**src/hdl/retry_backoff_announce_scheduler_top_defines.svh**
```systemverilog
// Assertion macros shared by the scheduler RTL.
// Define ASSERT_OFF to compile every check away.
`ifndef RETRY_BACKOFF_ANNOUNCE_SCHEDULER_TOP_DEFINES_SVH
`define RETRY_BACKOFF_ANNOUNCE_SCHEDULER_TOP_DEFINES_SVH

`ifndef ASSERT_OFF

// Same-cycle implication, checked out of reset.
`define RBAS_ASSERT_NOW(label, clk_s, rst_s, ante, cons) \
    label: assert property (@(posedge clk_s) disable iff (!rst_s) (ante) |-> (cons)) \
        else $error("rbas assertion failed");

// Next-cycle implication, checked out of reset.
`define RBAS_ASSERT_NEXT(label, clk_s, rst_s, ante, cons) \
    label: assert property (@(posedge clk_s) disable iff (!rst_s) (ante) |=> (cons)) \
        else $error("rbas assertion failed");

`else

`define RBAS_ASSERT_NOW(label, clk_s, rst_s, ante, cons)
`define RBAS_ASSERT_NEXT(label, clk_s, rst_s, ante, cons)

`endif

`endif

```
**src/hdl/rbas_pkg.sv**
```systemverilog
`timescale 1ns / 1ps
`default_nettype none

package rbas_pkg;

    // configuration register width and shift field width
    localparam int CFG_W   = 32;
    localparam int SHIFT_W = 5;
    localparam int CFG_IDX_W = 2;

    // register indexes
    localparam logic [CFG_IDX_W-1:0] CFG_IDX_HB_INTERVAL = 2'd0;
    localparam logic [CFG_IDX_W-1:0] CFG_IDX_BACKOFF_BASE = 2'd1;
    localparam logic [CFG_IDX_W-1:0] CFG_IDX_BACKOFF_CAP = 2'd2;
    localparam logic [CFG_IDX_W-1:0] CFG_IDX_MAX_SHIFT = 2'd3;

    // reset values
    localparam logic [CFG_W-1:0]   RST_HB_INTERVAL = 32'd10000;
    localparam logic [CFG_W-1:0]   RST_BACKOFF_BASE = 32'd1000;
    localparam logic [CFG_W-1:0]   RST_BACKOFF_CAP = 32'd30000;
    localparam logic [SHIFT_W-1:0] RST_MAX_SHIFT = 5'd5;

    typedef enum logic [2:0] {
        OP_TICK    = 3'd0,
        OP_DONE    = 3'd1,
        OP_DOWN    = 3'd2,
        OP_UP      = 3'd3,
        OP_REFRESH = 3'd4
    } op_t;

    typedef struct packed {
        logic [CFG_W-1:0]   hb_interval;
        logic [CFG_W-1:0]   backoff_base;
        logic [CFG_W-1:0]   backoff_cap;
        logic [SHIFT_W-1:0] max_shift;
    } cfg_t;

endpackage

`default_nettype wire

```
**src/hdl/rbas_cfg_regs.sv**
```systemverilog
`timescale 1ns / 1ps
`default_nettype none

module rbas_cfg_regs
(
    input  wire logic                           clk,
    input  wire logic                           rst_n,
    input  wire logic                           cfg_write,
    input  wire logic [rbas_pkg::CFG_IDX_W-1:0] cfg_index,
    input  wire logic [rbas_pkg::CFG_W-1:0]     cfg_data,
    output rbas_pkg::cfg_t                      cfg
);

    rbas_pkg::cfg_t cfg_reg;
    rbas_pkg::cfg_t cfg_next;

    always_comb
    begin
        cfg_next = cfg_reg;
        if (cfg_write)
        begin
            unique case (cfg_index)
                rbas_pkg::CFG_IDX_HB_INTERVAL:  cfg_next.hb_interval = cfg_data;
                rbas_pkg::CFG_IDX_BACKOFF_BASE: cfg_next.backoff_base = cfg_data;
                rbas_pkg::CFG_IDX_BACKOFF_CAP:  cfg_next.backoff_cap = cfg_data;
                rbas_pkg::CFG_IDX_MAX_SHIFT:
                    cfg_next.max_shift = cfg_data[rbas_pkg::SHIFT_W-1:0];
                default: cfg_next = cfg_reg;
            endcase
        end
    end

    always_ff @(posedge clk or negedge rst_n)
    begin
        if (!rst_n)
        begin
            cfg_reg.hb_interval  <= rbas_pkg::RST_HB_INTERVAL;
            cfg_reg.backoff_base <= rbas_pkg::RST_BACKOFF_BASE;
            cfg_reg.backoff_cap  <= rbas_pkg::RST_BACKOFF_CAP;
            cfg_reg.max_shift    <= rbas_pkg::RST_MAX_SHIFT;
        end
        else
        begin
            cfg_reg <= cfg_next;
        end
    end

    assign cfg = cfg_reg;

endmodule

`default_nettype wire

```
**src/hdl/rbas_backoff.sv**
```systemverilog
`timescale 1ns / 1ps
`default_nettype none

// Backoff delay for a failure count: base << min(count-1, max_shift), capped at backoff_cap; zero for a zero count.
module rbas_backoff
#(
    parameter int FAIL_COUNT_WIDTH = 8
)
(
    input  wire logic [FAIL_COUNT_WIDTH-1:0] count,
    input  rbas_pkg::cfg_t                   cfg,
    output logic [rbas_pkg::CFG_W-1:0]       delay
);

    localparam int SH_CMP_W =
        (FAIL_COUNT_WIDTH > rbas_pkg::SHIFT_W) ? FAIL_COUNT_WIDTH : rbas_pkg::SHIFT_W;
    localparam int WIDE_W = 2 * rbas_pkg::CFG_W;

    logic [FAIL_COUNT_WIDTH-1:0]  shift_raw;
    logic [SH_CMP_W-1:0]          raw_x;
    logic [SH_CMP_W-1:0]          max_x;
    logic [rbas_pkg::SHIFT_W-1:0] shift;
    logic [WIDE_W-1:0]            shifted;
    logic                         over_cap;

    always_comb
    begin
        shift_raw = count - FAIL_COUNT_WIDTH'(1);
        raw_x     = SH_CMP_W'(shift_raw);
        max_x     = SH_CMP_W'(cfg.max_shift);
        shift     = (raw_x > max_x) ? cfg.max_shift : raw_x[rbas_pkg::SHIFT_W-1:0];
        shifted   = WIDE_W'(cfg.backoff_base) << shift;
        over_cap  = shifted > WIDE_W'(cfg.backoff_cap);
        if (count == '0)
            delay = '0;
        else if (over_cap)
            delay = cfg.backoff_cap;
        else
            delay = shifted[rbas_pkg::CFG_W-1:0];
    end

endmodule

`default_nettype wire

```
**src/hdl/rbas_core.sv**
```systemverilog
`timescale 1ns / 1ps
`default_nettype none

`include "retry_backoff_announce_scheduler_top_defines.svh"

// Scheduler state and its registered update; the res_* outputs are the
// post-update values for the item in the input register.
module rbas_core
#(
    parameter int TIME_WIDTH       = 32,
    parameter int FAIL_COUNT_WIDTH = 8
)
(
    input  wire logic                        clk,
    input  wire logic                        rst_n,
    input  wire logic                        fire,
    input  wire logic [2:0]                  operation,
    input  wire logic [TIME_WIDTH-1:0]       now_ms,
    input  wire logic                        post_ok,
    input  rbas_pkg::cfg_t                   cfg,
    output logic                             res_request,
    output logic                             res_kind,
    output logic                             res_announced,
    output logic [FAIL_COUNT_WIDTH-1:0]      res_failures,
    output logic [TIME_WIDTH-1:0]            res_next_attempt
);

    localparam int WIDE_T = (TIME_WIDTH > rbas_pkg::CFG_W) ? TIME_WIDTH : rbas_pkg::CFG_W;

    logic                        link_up_reg, link_up_next;
    logic                        announced_reg, announced_next;
    logic                        pending_reg, pending_next;
    logic [TIME_WIDTH-1:0]       last_ok_reg, last_ok_next;
    logic [TIME_WIDTH-1:0]       next_att_reg, next_att_next;
    logic [FAIL_COUNT_WIDTH-1:0] fail_reg, fail_next;

    rbas_pkg::op_t               op;
    logic [FAIL_COUNT_WIDTH-1:0] fail_inc;
    logic [rbas_pkg::CFG_W-1:0]  delay;
    logic [rbas_pkg::CFG_W-1:0]  addend;
    logic [WIDE_T-1:0]           sum;
    logic [TIME_WIDTH-1:0]       elapsed;
    logic                        want_announce;
    logic                        want_beat;
    logic                        may_post;

    assign op       = rbas_pkg::op_t'(operation);
    assign fail_inc = (&fail_reg) ? fail_reg : fail_reg + FAIL_COUNT_WIDTH'(1);

    rbas_backoff #(
        .FAIL_COUNT_WIDTH (FAIL_COUNT_WIDTH)
    ) u_backoff (
        .count (fail_inc),
        .cfg   (cfg),
        .delay (delay)
    );

    always_comb
    begin
        // one adder serves both the heartbeat and the backoff target
        addend  = post_ok ? cfg.hb_interval : delay;
        sum     = WIDE_T'(now_ms) + WIDE_T'(addend);
        elapsed = now_ms - last_ok_reg;

        want_announce = !announced_reg;
        want_beat     = announced_reg && (WIDE_T'(elapsed) >= WIDE_T'(cfg.hb_interval));
        may_post      = link_up_reg && !pending_reg && (want_announce || want_beat) &&
                        (now_ms >= next_att_reg);

        link_up_next   = link_up_reg;
        announced_next = announced_reg;
        pending_next   = pending_reg;
        last_ok_next   = last_ok_reg;
        next_att_next  = next_att_reg;
        fail_next      = fail_reg;
        res_request    = 1'b0;
        res_kind       = 1'b0;

        unique case (op)
            rbas_pkg::OP_TICK:
            begin
                if (may_post)
                begin
                    res_request  = 1'b1;
                    res_kind     = announced_reg;
                    pending_next = 1'b1;
                end
            end
            rbas_pkg::OP_DONE:
            begin
                if (pending_reg)
                begin
                    pending_next  = 1'b0;
                    next_att_next = sum[TIME_WIDTH-1:0];
                    if (post_ok)
                    begin
                        announced_next = 1'b1;
                        last_ok_next   = now_ms;
                        fail_next      = '0;
                    end
                    else
                    begin
                        fail_next = fail_inc;
                    end
                end
            end
            rbas_pkg::OP_DOWN:
            begin
                link_up_next   = 1'b0;
                announced_next = 1'b0;
                next_att_next  = '0;
                fail_next      = '0;
                pending_next   = 1'b0;
            end
            rbas_pkg::OP_UP:
            begin
                link_up_next   = 1'b1;
                announced_next = 1'b0;
                next_att_next  = now_ms;
                fail_next      = '0;
            end
            rbas_pkg::OP_REFRESH:
            begin
                announced_next = 1'b0;
                next_att_next  = now_ms;
                fail_next      = '0;
            end
            default:
            begin
                // unused codes leave the state alone
            end
        endcase

        res_announced    = announced_next;
        res_failures     = fail_next;
        res_next_attempt = next_att_next;
    end

    always_ff @(posedge clk or negedge rst_n)
    begin
        if (!rst_n)
        begin
            link_up_reg   <= 1'b0;
            announced_reg <= 1'b0;
            pending_reg   <= 1'b0;
            last_ok_reg   <= '0;
            next_att_reg  <= '0;
            fail_reg      <= '0;
        end
        else if (fire)
        begin
            link_up_reg   <= link_up_next;
            announced_reg <= announced_next;
            pending_reg   <= pending_next;
            last_ok_reg   <= last_ok_next;
            next_att_reg  <= next_att_next;
            fail_reg      <= fail_next;
        end
    end

    // a post can only be outstanding, or acknowledged, while the link is up
    `RBAS_ASSERT_NOW(a_pend_needs_link, clk, rst_n, pending_reg || announced_reg, link_up_reg)
    // a request is only issued while no post is pending
    `RBAS_ASSERT_NOW(a_req_not_pending, clk, rst_n, fire && res_request, !pending_reg)
    // state only moves on an item
    `RBAS_ASSERT_NEXT(a_state_hold, clk, rst_n, !fire,
                      $stable(pending_reg) && $stable(fail_reg) && $stable(next_att_reg))

endmodule

`default_nettype wire

```
**src/hdl/retry_backoff_announce_scheduler_top.sv**
```systemverilog
`timescale 1ns / 1ps
`default_nettype none

`include "retry_backoff_announce_scheduler_top_defines.svh"

// Announce/heartbeat scheduler with exponential retry backoff. Each input
// beat carries an operation (tick, post done, link down, link up, refresh),
// the current millisecond time and, for post done, an ok flag; each input
// beat yields exactly one output beat with the request decision and the
// updated announced flag, failure count and next attempt time. A request
// sets an internal pending flag, so the user must answer every request with
// a post done beat before another one is issued. Throughput is one beat per
// clock while out_stall is low: the whole state update (compare, backoff
// shift and cap, one time add) is combinational between the input register
// and the output register, and that loop through the state registers sets
// the rate. An accepted beat waits in the input register and moves to the
// output register once the output stage is empty or being taken. The input
// register keeps accepting while a finished output beat is stalled, until
// both stages hold data. Configuration is written through
// cfg_write/cfg_index/cfg_data
// (0 heartbeat interval, 1 backoff base, 2 backoff cap, 3 max shift) and
// must only change while no beats are in flight. Time arithmetic wraps at
// TIME_WIDTH bits; the failure count saturates at all ones.
module retry_backoff_announce_scheduler_top
#(
    parameter int TIME_WIDTH       = 32,
    parameter int FAIL_COUNT_WIDTH = 8
)
(
    input  wire logic                           clk,
    input  wire logic                           rst_n,

    // configuration write port
    input  wire logic                           cfg_write,
    input  wire logic [rbas_pkg::CFG_IDX_W-1:0] cfg_index,
    input  wire logic [rbas_pkg::CFG_W-1:0]     cfg_data,

    // input channel
    input  wire logic                           in_valid,
    output logic                                in_stall,
    input  wire logic [2:0]                     operation,
    input  wire logic [TIME_WIDTH-1:0]          now_ms,
    input  wire logic                           post_ok,

    // output channel
    output logic                                out_valid,
    input  wire logic                           out_stall,
    output logic                                post_request,
    output logic                                post_kind,
    output logic                                announced_flag,
    output logic [FAIL_COUNT_WIDTH-1:0]         failure_count,
    output logic [TIME_WIDTH-1:0]               next_attempt_time
);

    rbas_pkg::cfg_t cfg;

    // input register stage
    logic                  in_vld_reg, in_vld_next;
    logic [2:0]            op_reg;
    logic [TIME_WIDTH-1:0] now_reg;
    logic                  ok_reg;

    // output register stage
    logic                        out_vld_reg, out_vld_next;
    logic                        req_reg;
    logic                        kind_reg;
    logic                        ann_reg;
    logic [FAIL_COUNT_WIDTH-1:0] fail_out_reg;
    logic [TIME_WIDTH-1:0]       next_att_out_reg;

    // core results for the beat in the input register
    logic                        res_request;
    logic                        res_kind;
    logic                        res_announced;
    logic [FAIL_COUNT_WIDTH-1:0] res_failures;
    logic [TIME_WIDTH-1:0]       res_next_attempt;

    logic in_take;
    logic out_take;
    logic advance;

    rbas_cfg_regs u_cfg (
        .clk       (clk),
        .rst_n     (rst_n),
        .cfg_write (cfg_write),
        .cfg_index (cfg_index),
        .cfg_data  (cfg_data),
        .cfg       (cfg)
    );

    // advance: input stage beat is processed and moves to the output stage
    assign out_take = out_vld_reg && !out_stall;
    assign advance  = in_vld_reg && (!out_vld_reg || !out_stall);
    assign in_stall = in_vld_reg && !advance;
    assign in_take  = in_valid && !in_stall;

    always_comb
    begin
        in_vld_next = in_vld_reg;
        if (in_take)
            in_vld_next = 1'b1;
        else if (advance)
            in_vld_next = 1'b0;

        out_vld_next = out_vld_reg;
        if (advance)
            out_vld_next = 1'b1;
        else if (out_take)
            out_vld_next = 1'b0;
    end

    always_ff @(posedge clk or negedge rst_n)
    begin
        if (!rst_n)
        begin
            in_vld_reg  <= 1'b0;
            out_vld_reg <= 1'b0;
        end
        else
        begin
            in_vld_reg  <= in_vld_next;
            out_vld_reg <= out_vld_next;
        end
    end

    always_ff @(posedge clk)
    begin
        if (in_take)
        begin
            op_reg  <= operation;
            now_reg <= now_ms;
            ok_reg  <= post_ok;
        end
        if (advance)
        begin
            req_reg          <= res_request;
            kind_reg         <= res_kind;
            ann_reg          <= res_announced;
            fail_out_reg     <= res_failures;
            next_att_out_reg <= res_next_attempt;
        end
    end

    rbas_core #(
        .TIME_WIDTH       (TIME_WIDTH),
        .FAIL_COUNT_WIDTH (FAIL_COUNT_WIDTH)
    ) u_core (
        .clk              (clk),
        .rst_n            (rst_n),
        .fire             (advance),
        .operation        (op_reg),
        .now_ms           (now_reg),
        .post_ok          (ok_reg),
        .cfg              (cfg),
        .res_request      (res_request),
        .res_kind         (res_kind),
        .res_announced    (res_announced),
        .res_failures     (res_failures),
        .res_next_attempt (res_next_attempt)
    );

    assign out_valid         = out_vld_reg;
    assign post_request      = req_reg;
    assign post_kind         = kind_reg;
    assign announced_flag    = ann_reg;
    assign failure_count     = fail_out_reg;
    assign next_attempt_time = next_att_out_reg;

    // a held input beat is never dropped
    `RBAS_ASSERT_NEXT(a_in_kept, clk, rst_n, in_vld_reg && !advance, in_vld_reg)
    // every processed beat shows up on the output
    `RBAS_ASSERT_NEXT(a_adv_out, clk, rst_n, advance, out_vld_reg)

endmodule

`default_nettype wire
```
**config.mk**
```make
export PLATFORM = sky130hd
export DESIGN_NAME = retry_backoff_announce_scheduler_top
export DESIGN_NICKNAME = d
export VERILOG_FILES = /design/src/hdl/rbas_pkg.sv /design/src/hdl/rbas_cfg_regs.sv /design/src/hdl/rbas_backoff.sv /design/src/hdl/rbas_core.sv /design/src/hdl/retry_backoff_announce_scheduler_top.sv
export VERILOG_INCLUDE_DIRS = /design/src /design/src/hdl
export SDC_FILE = /design/constraint.sdc
export NUM_CORES = 1
export LEC_CHECK = 0
export ABC_AREA = 1
export ABC_CLOCK_PERIOD_IN_PS = 11600
export BUFFER_PORTS_ARGS = -buffer_cell sky130_fd_sc_hd__buf_4
export CORE_MARGIN = 2
export CORE_UTILIZATION = 28
export CTS_CLUSTER_DIAMETER = 40
export DETAILED_ROUTE_END_ITERATION = 8
export SLEW_MARGIN = 5
export SYNTH_ARGS = -nofsm -noshare
export SYNTH_HDL_FRONTEND = slang
export SYNTH_SLANG_ARGS = --single-unit
```
**constraint.sdc**
```tcl
create_clock -name clk -period 11.6 [get_ports clk]
set_clock_uncertainty 0.1 [all_clocks]
set_input_delay 1.74 -clock clk [delete_from_list [all_inputs] [get_ports clk]]
set_output_delay 1.74 -clock clk [all_outputs]
set_load 0.005 [all_outputs]
```
Word level (Yosys, flattened, before mapping)
Index checks and enable logic that the tools add are counted.

word-level totals
  memories kept = 0
  output and inout port bits = 45
  memory bits (writable) = 0
  register bits after elaboration = 257
  bits in read-only memories = 0
  bits in latches = 0
  input bits = 75

operators by class
  shift-type cells = 1
  mux-type cells = 21
  equal/unequal tests = 8
  reduce and logical (&&, ||, !) cells = 35
  add/sub/neg operators = 4
  bitwise logic cells = 0
  div/mod/pow operators = 0
  magnitude comparators = 4
  $mul = 0

operators with widths
  cell                 number
  $mux 32              4
  $pmux 32 s3          1
  $ge 32x32->1         2
  $gt 64x32->1         1
  $shl 32x5->64        1
  $add 32x32->32       1
  $sub 32x32->32       1
  $mux 8               3
  $pmux 8 s2           1
  $reduce_and 2->1     6
  $add 8x1->8 const B  1
  $gt 8x5->1           1
  $logic_and 1x1->1    8
  $logic_not 8->1      1
  $mux 1               8
  $reduce_and 8->1     1
  $reduce_bool 2->1    4
  $sub 8x1->8 const B  1
  $eq 3x2->1 const B   2
  $logic_not 1->1      6
  $pmux 1 s2           3
  $mux 5               1
  $eq 2x2->1 const B   2
  $reduce_and 4->1     1
  10 further kinds     12

Logic depth before layout (Yosys ltp)
  depth in word-level cells = 13
  mapped depth = 76
  gate-level depth less buffers = 75

Modules after synthesis
A second synthesis with hierarchy kept.

unflattened totals
  cells, all modules = 2907
  area total of the unflattened synthesis = 20238.2 um^2

by module, submodules not included
  module                                area an instance (um^2)  times used  cells each
  rbas_core                             9834.4                   1           1588
  rbas_cfg_regs                         4112.7                   1           449
  rbas_backoff                          3823.7                   1           779
  retry_backoff_announce_scheduler_top  2467.4                   1           91

Worst setup path after synthesis
OpenSTA, ideal clock, no wires.

  path kind = register to register
  start = register u_core.fail_reg[0]
  end = register next_att_out_reg[28], in the netlist next_attempt_time[28], data pin
  period minus slack after synthesis = 8.774 ns
  arrival = 8.405 ns
  setup slack = 2.826 ns
  library setup time = 0.269 ns
  stages on the path, launching flop included = 64
  path buffers = 3
  cell sequence = dfrtp_1 -> ha_1 -> nand2_2 -> nor2_4 -> nand2_2 -> nand2_1 -> nand2_2 -> inv_2 -> ha_1 -> inv_1 -> ha_1 -> nand2_1 -> nand2_1 -> nand2_1 -> nand2_1 -> nand2_1 -> nand2_1 -> nand2_1 -> (+28 left out) -> fa_1 -> inv_1 -> nand3_1 -> nand2_1 -> a21oi_1 -> o21ai_1 -> a21boi_0 -> o21ai_0 -> a21boi_1 -> o21ai_0 -> a21boi_1 -> o21ai_0 -> a21boi_1 -> o21ai_0 -> a21oi_1 -> xor2_1 -> o21ai_1 -> nand3_1

on the way
  cells in the longest elaborated chain, start to end = 13

RTL lines
  element                                          RTL line                                     RTL
  start: declaration                               rbas_core.sv:35                              logic [FAIL_COUNT_WIDTH-1:0] fail_reg, fail_next;
  start signal: assignment                         rbas_core.sv:157                             fail_reg <= fail_next;
  $add 8x1->8 or $reduce_and 8->1 (tied branches)  rbas_core.sv:48                              assign fail_inc = (&fail_reg) ? fail_reg : fail_reg + FAIL_COUNT_WIDTH'(1);
  $mux 8 *                                         rbas_core.sv:48
  $sub 8x1->8                                      rbas_backoff.sv:28                           shift_raw = count - FAIL_COUNT_WIDTH'(1);
  $gt 8x5->1                                       rbas_backoff.sv:31                           shift = (raw_x > max_x) ? cfg.max_shift : raw_x[rbas_pkg::SHIFT_W-1:0];
  $mux 5                                           rbas_backoff.sv:31
  $shl 32x5->64                                    rbas_backoff.sv:32                           shifted = WIDE_W'(cfg.backoff_base) << shift;
  $gt 64x32->1                                     rbas_backoff.sv:33                           over_cap = shifted > WIDE_W'(cfg.backoff_cap);
  $mux 32                                          rbas_backoff.sv:36                           else if (over_cap)
  $mux 32 *                                        rbas_backoff.sv:34                           if (count == '0)
  $mux 32 *                                        rbas_core.sv:61                              addend = post_ok ? cfg.hb_interval : delay;
  $add 32x32->32 *                                 rbas_core.sv:62                              sum = WIDE_T'(now_ms) + WIDE_T'(addend);
  $mux 32 *                                        rbas_core.sv:91                              if (pending_reg)
  $pmux 32 s3 *                                    rbas_core.sv:79                              unique case (op)
  via res_next_attempt[28]                         retry_backoff_announce_scheduler_top.sv:76   logic [TIME_WIDTH-1:0] res_next_attempt;
  end signal: assignment                           retry_backoff_announce_scheduler_top.sv:140  next_att_out_reg <= res_next_attempt;
  end: declaration                                 retry_backoff_announce_scheduler_top.sv:69   logic [TIME_WIDTH-1:0] next_att_out_reg;

The timed path passes the listed nets; every way through them passes the cells marked *.
A chain may end at the register's enable or synchronous reset.

Final worst setup path
  start = register u_core.fail_reg[0]
  end = register next_att_out_reg[30], in the netlist next_attempt_time[30], data pin

The elaborated chain is that of the path after synthesis.

==> flow_metrics.py <==
metrics = {
    "clock_network": {
        "cts_hold_buf": 0,
        "h-tree-depth": 2,
        "cts_sinks": 257,
        "numCtsBuffers": 47,
        "clk_latency_ns": 0.58,
        "cts-root-buf": "clkbuf_16",
        "clk_path_buf_depth": 3,
        "cts_tree": "built",
        "cts.reportedPaths.clkPinSlew_ns": 0.05,
    },
    "logic_synthesis": {
        "syn_nets": 2597,
        "syn_inst": 2348,
        "async_flop_share_pct": 69.3,
        "ys_seq_area_share_pct": 38.0,
        "synth-warning-count": 0,
        "synth_seq_cells": 257,
        "avgSynthCellArea_um2": 7.68,
        "synth.distinct_cells": 57,
        "netlist_area_um2": 18000,
        "synth_edf_count": 79,
        "synth_ff_type": "dfrtp_1",
    },
    "run": {
        "cap_violations": 0,
    },
    "setup_path": {
        "cp-end-kind": "flop",
        "critical_path_peak_fanout": 28,
        "crit-reg2reg-launch": "u_core.fail_reg[0]",
        "cp.buffers_inverters": 8,
        "crit_type": "flop to flop",
        "r2r-end": "next_attempt_time[30]",
        "cp_slowest_cell": "ha_1",
        "worstPathRequired_ns": 11.78,
        "cp_data_arrival_time_ns": 10.60,
        "reg2reg_setup_slack_ns": 1.18,
        "slowest_delay_ns": 0.44,
        "crit_path_start_kind": "flop",
        "r2r_cells": 63,
        "cp_common_cell": "nand2_1",
        "cp_top_family": "compound AO/OA/AOI/OAI gates",
    },
    "timing": {
        "slew_headroom_pct": 31.9,
        "setup_viol": 0,
        "hold_viol_final": 0,
        "setup_tns_ns": 0,
        "rsz0062_at_grt": "no",
        "maxSlewViolCount": 0,
        "min_period_ns": 10.42,
        "fmax_ghz": 0.0959,
        "fin_crit_sh_pct": 89.9,
        "worst_pin_slew_ns": 1.02,
        "layout_setup_ws_ns": 1.18,
    },
    "route": {
        "wl_met2_mm": 23.8,
        "first_pass_iters": 6,
        "num_vias": 16100,
        "dr_wl_met3_mm": 3.45,
        "vias_per_cell": 4.83,
        "drc": 0,
        "ant_nets": 0,
        "drt_wl_total_mm": 55.5,
        "drt_iter0_markers": 1280,
        "top_layer": "met4",
        "wl_per_cell_um": 16.6,
        "drt-met1-wl_mm": 26.6,
    },
    "final_layout": {
        "final_common_cell": "nand2_1",
        "antennaDiodeCount": 0,
        "syn_to_final_growth_pct": 19.3,
        "layout.nets": 2698,
        "layout.cells.most_common_list": "nand2_1, inv_1, o21ai_0, nand3_1, ha_1",
        "final_util_pct": 33.6,
        "largest_reg_flops": 101,
        "finalNonFillerCells": 3342,
        "drive_gt1_share_pct": 11.2,
        "fillCellCount": 6783,
    },
    "floorplanning": {
        "rows": 93,
        "die_w_um": 258,
        "coreArea_um2": 64100,
        "die_area_um2": 66500,
        "die_h_um": 258,
        "io_pins": 120,
        "initial_core_util_pct": 28.1,
    },
    "hold_path": {
        "hp-start": "u_cfg.cfg[85]",
        "hold_path_end": "u_cfg.cfg[85]",
        "hold_class": "flop to flop",
        "min_delay_path_depth": 2,
    },
    "global_routing": {
        "grt_pass1_wl_mm": 86.8,
        "grtUsageTotal_pct": 16.5,
        "grt.overflow.total": 0,
        "grt_pass1_vias": 15400,
        "grt_max_degree": 109,
        "antenna_found_initial": 1,
    },
    "power_and_ir_drop": {
        "ir_drop_uv": 148,
        "power_density_nw_per_um2": 340,
        "p_total_mw": 7.32,
        "p_leak_nw": 10.1,
    },
    "run_status": {
        "outcome": "complete, no violations",
    },
    "placement": {
        "dp_hpwl_mm": 41.8,
        "dpl.cell_count": 3252,
        "placement.io_buffers": 119,
        "gp_congestion": 0.913,
        "post-place-ws_ns": 0.734,
    },
}
[how the worst max path moves through the flow]
stage	from	endpoint	slack [ns]	cells past startpoint
4_1_cts	u_core.fail_reg[1]	next_attempt_time[28]	0.71	63
5_1_grt	u_core.fail_reg[0]	next_attempt_time[30]	0.03	64
2_1_floorplan	u_core.fail_reg[0]	next_attempt_time[28]	2.83	63
6_report	u_core.fail_reg[0]	next_attempt_time[30]	1.18	63
3_5_place_dp	u_core.fail_reg[1]	next_attempt_time[28]	0.73	63
3_3_place_gp	u_core.fail_reg[1]	next_attempt_time[28]	0.93	63
[routing by layer]
metal / up-vias / track usage, %
li1: 8146 / -
met1: 7419 / 23.7
met2: 469 / 25.1
met3: 93 / 2.99
met4: 0 / 4.99
met5: - / 0
[through the flow]
stage | hold slack, ns | cell area, µm²
6_report | 0.378 | 21500
5_1_grt | 0.403 | 21500
4_1_cts | 0.385 | 21500
3_5_place_dp | 0.373 | 19800
3_3_place_gp | 0.366 | 19800
2_1_floorplan | 0.334 | 18000
[kinds of logic after synthesis]
logic type               after synthesis  share of synthesized area, %
XOR/XNOR                              56                          2.72
AO/OA/AOI/OAI                        595                          18.2
buffers and inverters                389                          8.50
AND/OR/NAND/NOR                      877                          20.4
flip-flops                           257                          38.0
adder cells (fa/ha/maj)              174                          12.2
[synthesized netlist by cell type (all sizes together), types with 8 or more instances]
library cell	n	area [µm²]
o211ai	33	248
xor2	37	324
ha	172	2150
a21o	9	67.6
nor2	91	354
nand2	564	2150
a31oi	15	93.8
nand3	181	933
a21boi	8	60.1
o22ai	13	81.3
inv	298	1120
a21oi	170	851
xnor2	19	166
nor3	12	60.1
o21ai	311	1590
a211oi	11	82.6
buf	32	189
dfrtp	158	3950
dfstp	20	526
edfxtp	79	2370
clkbuf	58	218
nand4	22	144
[worst register-to-register path, delay by kind of cell (launching register included)]
kind	cells	cell delay [ns]
adders and majority gates	6	1.92
and+or+nand+nor	28	2.84
buffers and inverters	8	1.15
DFF	1	0.41
AOI/OAI and AO/OA	21	3.69
[area by class of cell]
| cell class | instances | area, µm² | share of cell area (%) |
|---|---|---|---|
| inverters | 299 | 1130 | 5.26 |
| repair buffers | 140 | 1060 | 4.93 |
| multi-input cells | 1704 | 9720 | 45.2 |
| flip-flops and latches | 257 | 6850 | 31.8 |
| clock buffers | 57 | 1250 | 5.83 |
| well taps | 855 | 1070 | 4.97 |
| clock inverters | 30 | 428 | 1.99 |
[power by group]
part           leakage [nW]  internal, mW  switching [mW]
Combinational          6.34          1.57            3.03
Clock                 0.819         0.926           0.531
Sequential             2.98          1.14           0.122
Total                  10.1          3.64            3.68
[timing repair]
item / 4_1_cts / 5_1_grt
hold endpoints to repair: 0 / 0
resized for setup: 0 / 12
setup endpoints to repair: 0 / 23
buffers inserted: 0 / 1
Power figures use the tool's default switching activity.
